**src/hw/rtl/lpfm_pkg.sv**
```systemverilog
// Package for the LRU page frame manager: payload structs, status codes, FSM states.
// No dependencies.
package lpfm_pkg;

  typedef enum logic [2:0] {
    ST_DEFINED  = 3'd0,
    ST_INVALID  = 3'd1,
    ST_HIT      = 3'd2,
    ST_FILL     = 3'd3,
    ST_EVICT    = 3'd4,
    ST_REJECTED = 3'd5
  } status_t;

  localparam logic FUNC_DEFINE = 1'b0;
  localparam logic FUNC_ACCESS = 1'b1;

  localparam logic REG_PAGE_SIZE = 1'b0;
  localparam logic REG_FRAMES    = 1'b1;

  typedef struct packed {
    logic        func;
    logic [3:0]  process_id;
    logic [15:0] value;
  } in_word_t;

  typedef struct packed {
    logic [2:0]  status;
    logic [19:0] linear_address;
    logic [15:0] page_number;
    logic [2:0]  frame_index;
    logic [15:0] evicted_page;
    logic [15:0] fault_count;
    logic [15:0] access_count;
  } out_word_t;

  typedef enum logic [3:0] {
    S_IDLE,
    S_READ,
    S_DIV,
    S_PAGE,
    S_SCAN,
    S_FINISH
  } fsm_t;

endpackage

```
**src/hw/rtl/lpfm_divider.sv**
```systemverilog
// Restoring divider, one quotient bit a cycle, for offset over page size.
// Depends on nothing but its ports.
module lpfm_divider (
  input  logic        clk,
  input  logic        rst_n,
  input  logic        start,
  input  logic [15:0] dividend,
  input  logic [12:0] divisor,
  output logic        done,
  output logic [15:0] quotient
);
  logic [15:0] q_r, q_nxt;
  logic [13:0] rem_r, rem_nxt;
  logic [12:0] dvs_r;
  logic [4:0]  cnt_r, cnt_nxt;
  logic        busy_r, busy_nxt;
  logic [13:0] trial;

  // One shift and subtract step each cycle.
  always_comb begin
    trial    = {rem_r[12:0], q_r[15]};
    q_nxt    = q_r;
    rem_nxt  = rem_r;
    cnt_nxt  = cnt_r;
    busy_nxt = busy_r;
    if (start) begin
      q_nxt    = dividend;
      rem_nxt  = '0;
      cnt_nxt  = 5'd16;
      busy_nxt = 1'b1;
    end else if (busy_r) begin
      if (trial >= {1'b0, dvs_r}) begin
        rem_nxt = trial - {1'b0, dvs_r};
        q_nxt   = {q_r[14:0], 1'b1};
      end else begin
        rem_nxt = trial;
        q_nxt   = {q_r[14:0], 1'b0};
      end
      cnt_nxt = cnt_r - 5'd1;
      if (cnt_r == 5'd1) busy_nxt = 1'b0;
    end
  end

  always_ff @(posedge clk) begin
    if (!rst_n) begin
      busy_r <= 1'b0;
      cnt_r  <= '0;
    end else begin
      busy_r <= busy_nxt;
      cnt_r  <= cnt_nxt;
    end
    q_r   <= q_nxt;
    rem_r <= rem_nxt;
    if (start) dvs_r <= divisor;
  end

  assign done     = busy_r && (cnt_r == 5'd1);
  assign quotient = q_nxt;
endmodule

```
**src/hw/rtl/lru_page_frame_manager.sv**
```systemverilog
// Top level of the LRU page frame manager: control sequencer, process table memory, frame state.
// Depends on lpfm_pkg and lpfm_divider.
//
//  channel | handshake             | word
//  in      | start, busy           | in_word (func, process_id, value)
//  out     | out_valid (strobe)    | out_word (status .. access_count)
//  cfg     | cfg_valid, cfg_ready  | cfg_index, cfg_data
//
// A define or an access that is not rejected keeps busy high through the read state, the
// divider steps, the page state, a scan over the configured frames and the finish state. The
// bit-serial divider takes the largest share. A rejected word goes from read straight to finish.
// The process table sits in one synchronous memory with a registered read port.
// Reset clears the frame state; a process's counters are written as zero when it is defined,
// so the table needs no clearing pass.
// The result strobe lasts one cycle, in the cycle after the finish cycle; the receiver cannot
// stall it. Registers are written only while the sequencer is idle.
module lru_page_frame_manager #(
  parameter int NUM_FRAMES = 8,
  parameter int NUM_PROCS  = 16
) (
  input  logic                 clk,
  input  logic                 rst_n,
  input  logic                 start,
  output logic                 busy,
  input  lpfm_pkg::in_word_t   in_word,
  output logic                 out_valid,
  output lpfm_pkg::out_word_t  out_word,
  input  logic                 cfg_valid,
  output logic                 cfg_ready,
  input  logic                 cfg_index,
  input  logic [15:0]          cfg_data
);
  import lpfm_pkg::*;

  localparam int FW = (NUM_FRAMES > 1) ? $clog2(NUM_FRAMES) : 1;
  localparam int PW = (NUM_PROCS > 1) ? $clog2(NUM_PROCS) : 1;

  // Process table memory: start page, size, faults, accesses.
  typedef struct packed {
    logic [15:0] start_pg;
    logic [15:0] size;
    logic [15:0] faults;
    logic [15:0] accesses;
  } proc_ent_t;

  proc_ent_t   ptab [NUM_PROCS];
  proc_ent_t   prd_r;
  logic        pwe;
  logic [PW-1:0] paddr, pwaddr;
  proc_ent_t   pwdata;

  always_ff @(posedge clk) begin
    if (pwe) ptab[pwaddr] <= pwdata;
    prd_r <= ptab[paddr];
  end

  // Configuration registers.
  logic [12:0] psize_r;
  logic [3:0]  nfr_r;
  logic [12:0] ps_eff;
  logic [FW:0] nf_eff;

  assign cfg_ready = !busy;
  always_ff @(posedge clk) begin
    if (!rst_n) begin
      psize_r <= 13'd256;
      nfr_r   <= 4'd4;
    end else if (cfg_valid && cfg_ready) begin
      if (cfg_index == REG_PAGE_SIZE) psize_r <= cfg_data[12:0];
      else                            nfr_r   <= cfg_data[3:0];
    end
  end

  always_comb begin
    if (psize_r == 13'd0)         ps_eff = 13'd1;
    else if (psize_r > 13'd4096)  ps_eff = 13'd4096;
    else                          ps_eff = psize_r;
    if (nfr_r == 4'd0)                          nf_eff = (FW+1)'(1);
    else if (32'(nfr_r) > NUM_FRAMES)           nf_eff = (FW+1)'(NUM_FRAMES);
    else                                        nf_eff = (FW+1)'(nfr_r);
  end

  // Frame state in flip-flops: each entry is read by the scan index or by the chosen frame index.
  logic [15:0]   fpage_r [NUM_FRAMES];
  logic          fvalid_r [NUM_FRAMES];
  logic [FW-1:0] rank_r [NUM_FRAMES];

  // Sequencer state.
  fsm_t          state_r, state_nxt;
  in_word_t      item_r;
  logic [8:0]    ndef_r;
  logic [15:0]   nfree_r;
  logic [15:0]   nfree_hold_r;
  logic [15:0]   page_r;
  logic [19:0]   lin_r;
  logic [FW:0]   idx_r;
  logic          hit_r, emp_r;
  logic [FW-1:0] hitf_r, empf_r, lruf_r;
  logic [FW-1:0] lrurank_r;
  logic          div_start, div_done;
  logic [15:0]   div_q;
  out_word_t     ow_r, ow_nxt;
  logic          ov_r;

  lpfm_divider u_div (
    .clk(clk), .rst_n(rst_n), .start(div_start),
    .dividend(item_r.value), .divisor(ps_eff),
    .done(div_done), .quotient(div_q)
  );

  logic        accept;
  logic        pid_ok;
  logic [15:0] acc_inc, flt_inc;
  logic [16:0] ceil_div;
  logic [FW-1:0] sidx;
  logic [FW-1:0] vict;
  logic [32:0] lin_full;
  logic [16:0] page_full;
  logic [16:0] nfree_sum;

  assign accept = start && !busy;
  assign busy   = (state_r != S_IDLE);
  assign pid_ok = (9'(item_r.process_id) < ndef_r) && (32'(item_r.process_id) < NUM_PROCS);
  assign acc_inc = (prd_r.accesses == 16'hFFFF) ? 16'hFFFF : prd_r.accesses + 16'd1;
  assign flt_inc = (prd_r.faults == 16'hFFFF) ? 16'hFFFF : prd_r.faults + 16'd1;
  assign sidx   = idx_r[FW-1:0];
  assign vict   = hit_r ? hitf_r : (emp_r ? empf_r : lruf_r);

  // Next state, memory port and result assembly.
  always_comb begin
    state_nxt = state_r;
    div_start = 1'b0;
    pwe       = 1'b0;
    pwaddr    = PW'(item_r.process_id);
    paddr     = PW'(item_r.process_id);
    pwdata    = prd_r;
    ow_nxt    = '0;
    lin_full  = '0;
    page_full = '0;
    nfree_sum = '0;
    ceil_div  = '0;
    case (state_r)
      S_IDLE: if (accept) state_nxt = S_READ;
      S_READ: begin
        if (item_r.func == FUNC_DEFINE) begin
          paddr = ndef_r[PW-1:0];
          state_nxt = (32'(ndef_r) < NUM_PROCS) ? S_DIV : S_FINISH;
        end else begin
          state_nxt = pid_ok ? S_DIV : S_FINISH;
        end
        div_start = 1'b1;
      end
      S_DIV: begin
        // Wait for quotient; defines reuse it for the page count.
        if (div_done) state_nxt = S_PAGE;
      end
      S_PAGE: state_nxt = S_SCAN;
      S_SCAN: if (idx_r == nf_eff) state_nxt = S_FINISH;
      S_FINISH: state_nxt = S_IDLE;
      default: state_nxt = S_IDLE;
    endcase

    // Result and table write in the final cycle.
    if (state_r == S_FINISH) begin
      if (item_r.func == FUNC_DEFINE) begin
        if (32'(ndef_r) < NUM_PROCS) begin
          // A new process starts with both counters at zero.
          paddr             = ndef_r[PW-1:0];
          pwaddr            = ndef_r[PW-1:0];
          pwe               = 1'b1;
          pwdata.start_pg   = nfree_r;
          pwdata.size       = item_r.value;
          pwdata.faults     = '0;
          pwdata.accesses   = '0;
          ow_nxt.status     = ST_DEFINED;
          ow_nxt.page_number = nfree_r;
          lin_full          = 33'(nfree_r) * 33'(ps_eff);
          ow_nxt.linear_address = (lin_full > 33'd1048575) ? 20'hFFFFF : lin_full[19:0];
          ow_nxt.fault_count  = '0;
          ow_nxt.access_count = '0;
        end else begin
          ow_nxt.status = ST_REJECTED;
        end
      end else if (!pid_ok) begin
        ow_nxt.status = ST_REJECTED;
      end else begin
        pwe             = 1'b1;
        pwdata.accesses = acc_inc;
        ow_nxt.access_count   = acc_inc;
        ow_nxt.linear_address = lin_r;
        ow_nxt.fault_count    = prd_r.faults;
        if (item_r.value >= prd_r.size) begin
          ow_nxt.status = ST_INVALID;
        end else begin
          ow_nxt.page_number = page_r;
          ow_nxt.frame_index = 3'(vict);
          if (hit_r) ow_nxt.status = ST_HIT;
          else begin
            pwdata.faults      = flt_inc;
            ow_nxt.fault_count = flt_inc;
            if (emp_r) ow_nxt.status = ST_FILL;
            else begin
              ow_nxt.status       = ST_EVICT;
              ow_nxt.evicted_page = fpage_r[lruf_r];
            end
          end
        end
      end
    end
    // Page count for define: ceil(value/ps) = q + (remainder nonzero).
    ceil_div  = 17'(div_q) + ((32'(div_q) * 32'(ps_eff) != 32'(item_r.value)) ? 17'd1 : 17'd0);
    nfree_sum = 17'(nfree_r) + ceil_div;
    page_full = 17'(prd_r.start_pg) + 17'(div_q);
  end

  // Sequencer registers and frame scan.
  always_ff @(posedge clk) begin
    if (!rst_n) begin
      state_r <= S_IDLE;
      ndef_r  <= '0;
      nfree_r <= '0;
      ov_r    <= 1'b0;
      for (int i = 0; i < NUM_FRAMES; i++) begin
        fvalid_r[i] <= 1'b0;
        rank_r[i]   <= FW'(i);
      end
    end else begin
      state_r <= state_nxt;
      ov_r    <= (state_r == S_FINISH);
      if (accept) item_r <= in_word;
      if (state_r == S_PAGE) begin
        idx_r <= '0;
        hit_r <= 1'b0;
        emp_r <= 1'b0;
        lruf_r <= '0;
        lrurank_r <= '0;
        page_r <= (page_full > 17'd65535) ? 16'hFFFF : page_full[15:0];
        lin_r  <= (33'(prd_r.start_pg) * 33'(ps_eff) + 33'(item_r.value) > 33'd1048575)
                  ? 20'hFFFFF
                  : 20'(33'(prd_r.start_pg) * 33'(ps_eff) + 33'(item_r.value));
        if (item_r.func == FUNC_DEFINE) nfree_hold_r <= (nfree_sum > 17'd65535) ? 16'hFFFF
                                                        : nfree_sum[15:0];
      end
      if (state_r == S_SCAN && idx_r != nf_eff) begin
        idx_r <= idx_r + (FW+1)'(1);
        if (!hit_r && fvalid_r[sidx] && fpage_r[sidx] == page_r) begin
          hit_r  <= 1'b1;
          hitf_r <= sidx;
        end
        if (!emp_r && !fvalid_r[sidx]) begin
          emp_r  <= 1'b1;
          empf_r <= sidx;
        end
        if (idx_r == '0 || rank_r[sidx] > lrurank_r) begin
          lruf_r    <= sidx;
          lrurank_r <= rank_r[sidx];
        end
      end
      if (state_r == S_FINISH) begin
        if (item_r.func == FUNC_DEFINE) begin
          if (32'(ndef_r) < NUM_PROCS) begin
            ndef_r  <= ndef_r + 9'd1;
            nfree_r <= nfree_hold_r;
          end
        end else if (pid_ok && item_r.value < prd_r.size) begin
          // Promote the touched frame to most recent.
          for (int i = 0; i < NUM_FRAMES; i++)
            if (rank_r[i] < rank_r[vict]) rank_r[i] <= rank_r[i] + FW'(1);
          rank_r[vict] <= '0;
          if (!hit_r) begin
            fvalid_r[vict] <= 1'b1;
          end
        end
      end
    end
    if (state_r == S_FINISH && item_r.func == FUNC_ACCESS && pid_ok
        && item_r.value < prd_r.size && !hit_r)
      fpage_r[vict] <= page_r;
    ow_r <= ow_nxt;
  end

  assign out_valid = ov_r;
  assign out_word  = ow_r;

  // The result strobe follows every finish cycle.
  a_strobe: assert property (@(posedge clk) disable iff (!rst_n)
    (state_r == S_FINISH) |=> out_valid) else $error("missing result strobe");
  // Busy stays high during the scan, so no new item is taken then.
  a_busy: assert property (@(posedge clk) disable iff (!rst_n)
    (state_r == S_SCAN) |-> busy) else $error("busy dropped during scan");
  // Defined process count never exceeds the table depth.
  a_ndef: assert property (@(posedge clk) disable iff (!rst_n)
    32'(ndef_r) <= NUM_PROCS) else $error("process count overflow");
endmodule

```
**config.mk**
```make
export PLATFORM = sky130hd
export DESIGN_NAME = lru_page_frame_manager
export DESIGN_NICKNAME = d
export VERILOG_FILES = /design/src/hw/rtl/lpfm_pkg.sv /design/src/hw/rtl/lpfm_divider.sv /design/src/hw/rtl/lru_page_frame_manager.sv
export SDC_FILE = /design/constraint.sdc
export NUM_CORES = 2
export LEC_CHECK = 0
export BUFFER_PORTS_ARGS = -buffer_cell sky130_fd_sc_hd__buf_2
export CORE_MARGIN = 2
export CORE_UTILIZATION = 54
export CTS_CLUSTER_DIAMETER = 150
export DETAILED_ROUTE_END_ITERATION = 10
export PLACE_DENSITY = 0.77
export SYNTH_ARGS = -nofsm -noshare
export SYNTH_HDL_FRONTEND = slang
export SYNTH_SLANG_ARGS = --single-unit
```
**constraint.sdc**
```tcl
create_clock -name clk -period 16.4 [get_ports clk]
set_input_delay 1.64 -clock clk [delete_from_list [all_inputs] [get_ports clk]]
set_output_delay 1.64 -clock clk [all_outputs]
set_load 0.05 [all_outputs]
```
Word-level counts from Yosys, hierarchy flattened
Memories as Yosys holds them, arrays and structs flattened. A register that Yosys moved wholly into a read port is not among the register bits.
Index checks and enable logic that the tools add are counted.
{ "op_classes": {"n_addsub": 18, "mul": 3, "order_cmp": 20, "eq_ne": 15, "muxes": 150, "n_bitwise": 13, "n_reduce_logical": 39} }
{ "op_table": {"columns": ["op", "n"], "rows": [
  ["32-bit 2-to-1 mux", 4],
  ["64-bit 2-to-1 mux", 2],
  ["16-bit 2-to-1 mux", 7],
  ["16-bit by 13-bit multiplier with 29-bit output", 3],
  ["3-bit 2-to-1 mux", 29],
  ["87-bit 2-to-1 mux", 1],
  ["1-bit 2-to-1 mux", 82],
  ["4-bit 2-to-1 mux", 15],
  ["51-bit 2-to-1 mux", 1],
  ["13-bit 2-to-1 mux", 3],
  ["39-bit 2-to-1 mux", 1],
  ["36-bit 2-to-1 mux", 1],
  ["17-bit by 16-bit greater-than comparator with 1-bit output, second input constant", 2],
  ["33-bit by 20-bit greater-than comparator with 1-bit output, second input constant", 1],
  ["16-bit by 1-bit adder with 16-bit output, second input constant", 2],
  ["16-bit equality test, second input constant", 2],
  ["29-bit by 16-bit adder with 30-bit output", 1],
  ["29-bit by 20-bit greater-than comparator with 1-bit output, second input constant", 1],
  ["29-bit by 16-bit != test with 1-bit output", 1],
  ["3-bit by 1-bit adder with 3-bit output, second input constant", 8],
  ["3-bit less-than comparator", 8],
  ["20-bit 2-to-1 mux", 1],
  ["4-bit case mux with 5 select lines", 1],
  ["3-bit AND reduction", 6],
  ["38 further kinds", 75]
]} }
{ "word_totals": {"regBits": 276, "mem_bits_rw": 1184, "output_inout_bits": 93, "memories": 4} }
{ "mem_list": {"columns": ["memory", "depth", "word_bits", "read_ports", "rd_ports_with_merged_regs", "write_ports", "line", "source"], "rows": [
  ["ptab", 16, 64, 1, 1, 1, "lru_page_frame_manager.sv:46", "proc_ent_t ptab [NUM_PROCS];"],
  ["fpage_r", 8, 16, 2, 2, 1, "lru_page_frame_manager.sv:84", "logic [15:0] fpage_r [NUM_FRAMES];"],
  ["rank_r", 8, 3, 10, 1, 9, "lru_page_frame_manager.sv:86", "logic [FW-1:0] rank_r [NUM_FRAMES];"],
  ["fvalid_r", 8, 1, 1, 1, 8, "lru_page_frame_manager.sv:85", "logic fvalid_r [NUM_FRAMES];"]
]} }

Logic depth before layout (Yosys ltp)
An unclocked memory read counts as a cell.
{ "logic_depth": {"depth_word": 11, "mapped_depth": 50, "ltp_nobuf": 47} }

By module
From an unflattened synthesis, not the netlist that was laid out.
{ "hier_totals": {"hier_cells": 6100, "hier_area_um2": 83090.9} }
{ "modules_own_cells": {"columns": ["module", "instances", "cells_per_inst", "area_each_um2", "seq_area_each_um2"], "rows": [
  ["lru_page_frame_manager", 1, 5830, 80512.2, 42090.4],
  ["lpfm_divider", 1, 270, 2578.7, 1091.0]
]} }

Worst setup path before layout
No wires, ideal clock.
{ "synth_path": {"kind": "register to register", "from": "register u_div.dvs_r[2]", "to": "register nfree_hold_r[11] (data pin)", "setup_ns": 0.275, "arrival_ns": 10.456, "slack_ns": 5.669, "stages_incl_launch_ff": 49, "n_path_buf": 2, "period_less_slack_ns": 10.731, "path_cell_list": "edfxtp_1 > inv_1 > ha_1 > nor2b_1 > nor3_1 > o21ai_0 > a21oi_1 > o31ai_1 > a41oi_2 > a211oi_1 > a21oi_1 > nor2b_1 > fa_1 > inv_1 > fa_1 > inv_1 > fa_1 > inv_1 > (+13 left out) > nand4_1 > or4_1 > nor4_2 > fa_1 > inv_1 > fa_1 > a21o_1 > a21oi_1 > o21bai_1 > or3_1 > nand4_1 > a21oi_1 > a311o_1 > a21o_1 > a21o_1 > a21oi_1 > clkbuf_1 > o21ai_0"} }
{ "synth_via": {"elab_chain_cells": 10} }
{ "synth_lines": {"columns": ["element", "line", "source"], "rows": [
  ["start: declaration", "lpfm_divider.sv:14", "logic [12:0] dvs_r;"],
  ["start signal: assignment", "lpfm_divider.sv:54", "if (start) dvs_r <= divisor;"],
  ["14-bit by 13-bit >= comparator with 1-bit output (*)", "lpfm_divider.sv:32", "if (trial >= {1'b0, dvs_r}) begin"],
  ["1-bit 2-to-1 mux (*)", "lpfm_divider.sv:32", null],
  ["16-bit 2-to-1 mux (*)", "lpfm_divider.sv:31", "end else if (busy_r) begin"],
  ["16-bit 2-to-1 mux (*)", "lpfm_divider.sv:26", "if (start) begin"],
  ["16-bit by 13-bit multiplier with 29-bit output", "lru_page_frame_manager.sv:211", "ceil_div = 17'(div_q) + ((32'(div_q) * 32'(ps_eff) != 32'(item_r.value)) ? 17'd1 : 17'd0);"],
  ["29-bit by 16-bit != test with 1-bit output", "lru_page_frame_manager.sv:211", null],
  ["1-bit 2-to-1 mux", "lru_page_frame_manager.sv:211", null],
  ["16-bit by 1-bit adder with 17-bit output (*)", "lru_page_frame_manager.sv:211", null],
  ["16-bit by 17-bit adder with 17-bit output (*)", "lru_page_frame_manager.sv:212", "nfree_sum = 17'(nfree_r) + ceil_div;"],
  ["17-bit by 16-bit greater-than comparator with 1-bit output", "lru_page_frame_manager.sv:241", "if (item_r.func == FUNC_DEFINE) nfree_hold_r <= (nfree_sum > 17'd65535) ? 16'hFFFF"],
  ["end signal: assignment", "lru_page_frame_manager.sv:241", null],
  ["end: declaration", "lru_page_frame_manager.sv:93", "logic [15:0] nfree_hold_r;"]
]} }
Mark *: on every way between the ends. The rest lies on a longest branch, timed or not.
A chain may end at the register's enable or synchronous reset.

Worst setup path after layout
{ "layout_path": {"from": "register state_r[1]", "to": "register nfree_hold_r[10] (data pin)"} }
{ "layout_via": {"elab_chain_cells": 9} }
{ "layout_lines": {"columns": ["element", "line", "source"], "rows": [
  ["start: declaration", "lru_page_frame_manager.sv:89", "fsm_t state_r, state_nxt;"],
  ["start signal: assignment", "lru_page_frame_manager.sv:228", "state_r <= state_nxt;"],
  ["4-bit by 1-bit equality test with 1-bit output (*)", "lru_page_frame_manager.sv:142", "case (state_r)"],
  ["1-bit 2-to-1 mux (*)", "lru_page_frame_manager.sv:142", null],
  ["16-bit 2-to-1 mux (*)", "lpfm_divider.sv:26", null],
  ["named net div_q[2]", "lru_page_frame_manager.sv:101", "logic [15:0] div_q;"],
  ["16-bit by 13-bit multiplier with 29-bit output", "lru_page_frame_manager.sv:211", null],
  ["29-bit by 16-bit != test with 1-bit output", "lru_page_frame_manager.sv:211", null],
  ["1-bit 2-to-1 mux", "lru_page_frame_manager.sv:211", null],
  ["16-bit by 1-bit adder with 17-bit output (*)", "lru_page_frame_manager.sv:211", null],
  ["16-bit by 17-bit adder with 17-bit output (*)", "lru_page_frame_manager.sv:212", null],
  ["17-bit by 16-bit greater-than comparator with 1-bit output", "lru_page_frame_manager.sv:241", null]
]} }
The timed path passes the listed nets; every way through them passes the cells marked *.

==> results.txt <==
----------------------------------------------------
[Yosys]
  Post-Synth Adder-Cell Area ... 0.164
  Number of library cell types mapped by synthesis ... 90
  Proportion of synthesized flip-flops having asynchronous set or reset ... 0
  Number of enable flip-flop cells after synthesis ... about 1300
  Sequential element share of the synthesized area ... 0.512
  Biggest area consumer among synthesized cells ... sky130_fd_sc_hd__edfxtp_1
  Net count after synthesis ... 8180
  Portion of netlist area occupied by mux cells ... 0.0303
  Post-synthesis instance total ... about 7300
  Compound-gate portion of the synthesized area ... 0.110
  Seq cells post-synth ... around 1500
  Leading post-synthesis cells by cell area ... sky130_fd_sc_hd__edfxtp_1 (45%), sky130_fd_sc_hd__fa_1 (11%), sky130_fd_sc_hd__dfxtp_1 (6.5%)
  Number of warnings issued by yosys ... 0
  Simple-Gate Fraction of Synth Area ... 0.120
  Most frequently used flop master after synthesis ... sky130_fd_sc_hd__edfxtp_1
  Mean area per synthesized cell ... around 12 sq um
  Largest family of logic cells by synthesized area ... adder cells
  Combined area of all synthesized cells ... between 80000 and 90000 sq um
  Share of the synthesized area in the top cell type ... 0.447
  Xor/xnor share of the synthesized area ... 0.0146

[Critical path]
  Crit Path Max Fanout ... 30
  Startpoint class of the critical path ... flip-flop
  Reg2Reg Depth ... 38
  Worst path max stage delay ... about 1.3 ns
  Endpoint class of the critical path ... flip-flop
  CP max-delay cell ... sky130_fd_sc_hd__a21oi_1
  Required time at the endpoint of the critical path ... 16.88 ns
  CP arrival ... 14.54 ns
  Worst Path Class, Setup ... reg2reg
  Cell seen most often among critical-path stages ... sky130_fd_sc_hd__fa_1

[STA]
  Final period utilization ... 0.857
  Final worst clock skew ... roughly 0.09 ns
  Fmax ... between 70 and 80 MHz
  RSZ-0062 raised after global routing ... false
  Final total negative setup slack ... 0 ns
  Final count of hold timing violations ... 0
  Count of final setup violators ... 0
  Max_slew headroom ... 0.153
  Final-report max-slew violation count ... 0
  Minimum period implied by the final worst setup slack ... roughly 14 ns
  Actual slew at the worst max-slew pin ... roughly 1.3 ns

[Routing]
  Routed via count divided by cell count ... just over 6
  Number of design-rule violations left by the first detailed-router iteration ... around 5500
  Number of nets with antenna violations after routing ... 0
  First drt pass iteration count ... 6
  WL per Instance ... roughly 22 um
  Remaining design rule violation count ... 0
  Vias ... roughly 58000
  Aggregate routed wire length ... roughly 210000 um

[Clocking]
  Number of levels in the clock H-tree ... 4
  Skew-Pair Late Insertion Delay ... between 0.8 and 0.9 ns
  Buffer type at the clock tree root ... sky130_fd_sc_hd__clkbuf_16
  Buffer depth of the longest clock path ... 3
  CTS sink count ... between 1500 and 2000
  Post_cts resized ... 0
  Clock slew at reported path FFs ... about 0.070 ns
  TritonCTS clock tree ... built
  TritonCTS buffer count ... approximately 160
  Buffer count from post-CTS setup fixing ... 0
  Number of hold-repair buffers added at the cts stage ... 0

[Pwr]
  Pwr Density ... ~140 nW/um^2
  Maximum vdd ir drop ... about 0.18 mV
  Pleak ... roughly 36 nW

[Floorplanning]
  Die Ht ... between 300 and 400 um
  Die outline area ... between 150000 and 200000 sq um
  Initial Utilization ... 0.542
  Top-Level Pins ... approximately 140
  Die W ... about 400 um
  Row Count ... roughly 150
  Area inside the core boundary ... 156000 sq um

[Final layout]
  Cell area after layout ... ~93000 sq um
  Area growth from synthesis to layout ... 10.0%
  Final Net Count ... 8183
  Share of cells above drive strength 1 ... 0.0892

[Global route]
  Largest net degree at the start of global routing ... 220
  Number of global-route vias before repair ... around 57000
  Total gr overflow ... 0
  Overall global routing resource usage ... 0.266
  Number of antenna violations at the first check in global routing ... 11
  Global-route wire length before repair ... approximately 330000 um

[Placed design]
  Placed instance area ... between 80000 and 90000 sq um
  RD Place Congestion ... between 0.9 and 1
  Post-DP HPWL ... about 130000 um
  Total of buffers placed on input and output ports ... 131

[Min path]
  Number of instances on the worst hold path ... 1
  Hold crit path type ... reg2reg

[Run status]
  Status ... finished clean

[Run]
  Max capacitance violation total ... 0

----------------------------------------------------
cell usage in the layout (no fill, tap or decap), types with 15 or more instances in the layout:
master / n
sky130_fd_sc_hd__mux2i_1: 76
sky130_fd_sc_hd__xnor2_1: 72
sky130_fd_sc_hd__xor2_1: 66
sky130_fd_sc_hd__buf_2: 131
sky130_fd_sc_hd__mux4_2: 72
sky130_fd_sc_hd__or2_2: 16
sky130_fd_sc_hd__nor2b_1: 47
sky130_fd_sc_hd__o21ai_0: 109
sky130_fd_sc_hd__nand2b_1: 39
sky130_fd_sc_hd__a21oi_1: 316
sky130_fd_sc_hd__clkbuf_16: 161
sky130_fd_sc_hd__or3_1: 31
sky130_fd_sc_hd__nand2_1: 1090
sky130_fd_sc_hd__nor2_1: 395
sky130_fd_sc_hd__clkbuf_8: 16
sky130_fd_sc_hd__a31oi_1: 161
sky130_fd_sc_hd__fa_1: 479
sky130_fd_sc_hd__dfxtp_1: 268
sky130_fd_sc_hd__nor4_1: 18
sky130_fd_sc_hd__nor2_4: 16
sky130_fd_sc_hd__nand4_1: 31
sky130_fd_sc_hd__and2_1: 372
sky130_fd_sc_hd__clkbuf_1: 40
sky130_fd_sc_hd__edfxtp_1: 1256
sky130_fd_sc_hd__a311oi_1: 135
sky130_fd_sc_hd__and3_1: 24
sky130_fd_sc_hd__clkinv_1: 19
sky130_fd_sc_hd__ha_1: 342
sky130_fd_sc_hd__nor3_1: 36
sky130_fd_sc_hd__a21boi_0: 36
sky130_fd_sc_hd__inv_1: 646
sky130_fd_sc_hd__clkinv_2: 21
sky130_fd_sc_hd__a211oi_1: 356
sky130_fd_sc_hd__bufinv_16: 15
sky130_fd_sc_hd__o21a_1: 35
sky130_fd_sc_hd__nand3_1: 46
sky130_fd_sc_hd__a21o_1: 72
sky130_fd_sc_hd__a22o_1: 18
sky130_fd_sc_hd__buf_4: 136
flip-flops by register name (all words and copies together), names as in the netlist, 16 cells and up, named ones only:
name,count
fpage_r,128
item_r,21
lin_r,20
nfree_hold_r,16
nfree_r,16
out_word,90
page_r,16
prd_r,64
ptab,1024
rank_r,24
u_div.q_r,16
cell usage after synthesis (all sizes together), types with 7 or more instances:
cell type and instances:
a211o 8, a211oi 356, a21boi 36, a21o 73, a21oi 316, a22o 18, a22oi 9, a311oi 136
a31oi 161, and2 380, and3 26, and4 7, buf 58, clkbuf 368, dfxtp 273, edfxtp 1256
fa 479, ha 342, inv 647, mux2 11, mux2i 81, mux4 72, nand2 1090, nand2b 39
nand3 48, nand4 31, nor2 412, nor2b 49, nor3 41, nor3b 7, nor4 22, o211a 8
o211ai 9, o21a 35, o21ai 121, o21bai 14, o22ai 14, o31ai 10, or2 16, or3 31
xnor2 72, xor2 66
cell families after synthesis:
kind of cell / after synthesis
flip-flops: 1529
buffers and inverters: 1077
multiplexers: 164
XOR/XNOR: 139
adder cells (fa/ha/maj): 821
AND/OR/NAND/NOR: 2217
AO/OA/AOI/OAI: 1370
where the power goes:
group | switching [mW] | total [mW] | internal, mW
clock network | 1.58 | 3.74 | 2.16
registers | 0.203 | 4.87 | 4.67
logic | 3.04 | 4.78 | 1.74
total | 4.83 | 13.4 | 8.57
metrics by stage:
stage	utilization	power [mW]	worst slack (ns)	std cells	hold slack [ns]
finish	0.596	13.4	2.34	9516	0.461
detailed placement	0.560	9.61	2.52	9218	0.446
global route	0.596	14.1	1.57	9515	0.480
floorplan	-	8.31	5.67	7317	0.431
global placement	0.560	9.46	2.75	9218	0.442
CTS	0.596	13.4	2.45	9515	0.466
layer usage:
layer  wire length, um  GRT usage  vias to the layer above
met5                96          0                        -
met4              8550      0.104                       14
met3             21300     0.0597                      557
met2             99300      0.428                     2836
met1             82700      0.352                    28700
li1                  -          -                    25700
worst paths after layout:
kind / startpoint / end / slack (ns)
worst min-delay path: ndef_r[5]$_SDFFE_PN0P_ / ndef_r[5]$_SDFFE_PN0P_ / 0.46
worst max-delay path: state_r[1]$_SDFFE_PN0P_ / nfree_hold_r[10]$_SDFFCE_PN1P_ / 2.34
worst min register to register: ndef_r[5]$_SDFFE_PN0P_ / ndef_r[5]$_SDFFE_PN0P_ / 0.46
worst max register to register: state_r[1]$_SDFFE_PN0P_ / nfree_hold_r[10]$_SDFFCE_PN1P_ / 2.34
layout make-up:
class                           instances  area, sq um
Fill cell                           12000        62900
Sequential cell                      1529        43200
Multi-Input combinational cell       4711        37300
Clock buffer                          218         4410
Tap cell                             2058         2570
Inverter                              651         2440
Timing Repair Buffer                  269         1720
Clock inverter                         79         1140
Antenna cell                            1         2.50
worst max-delay path, delay by kind of cell, from the launching register on:
kind | cells | cell delay, ns
AOI/OAI and AO/OA | 12 | 4.22
and+or+nand+nor | 13 | 3.75
adders and majority gates | 8 | 3.51
buffers and inverters | 4 | 1.52
DFF | 1 | 0.47
xor gates and xnor gates | 1 | 0.22
Power figures use the tool's default switching activity.
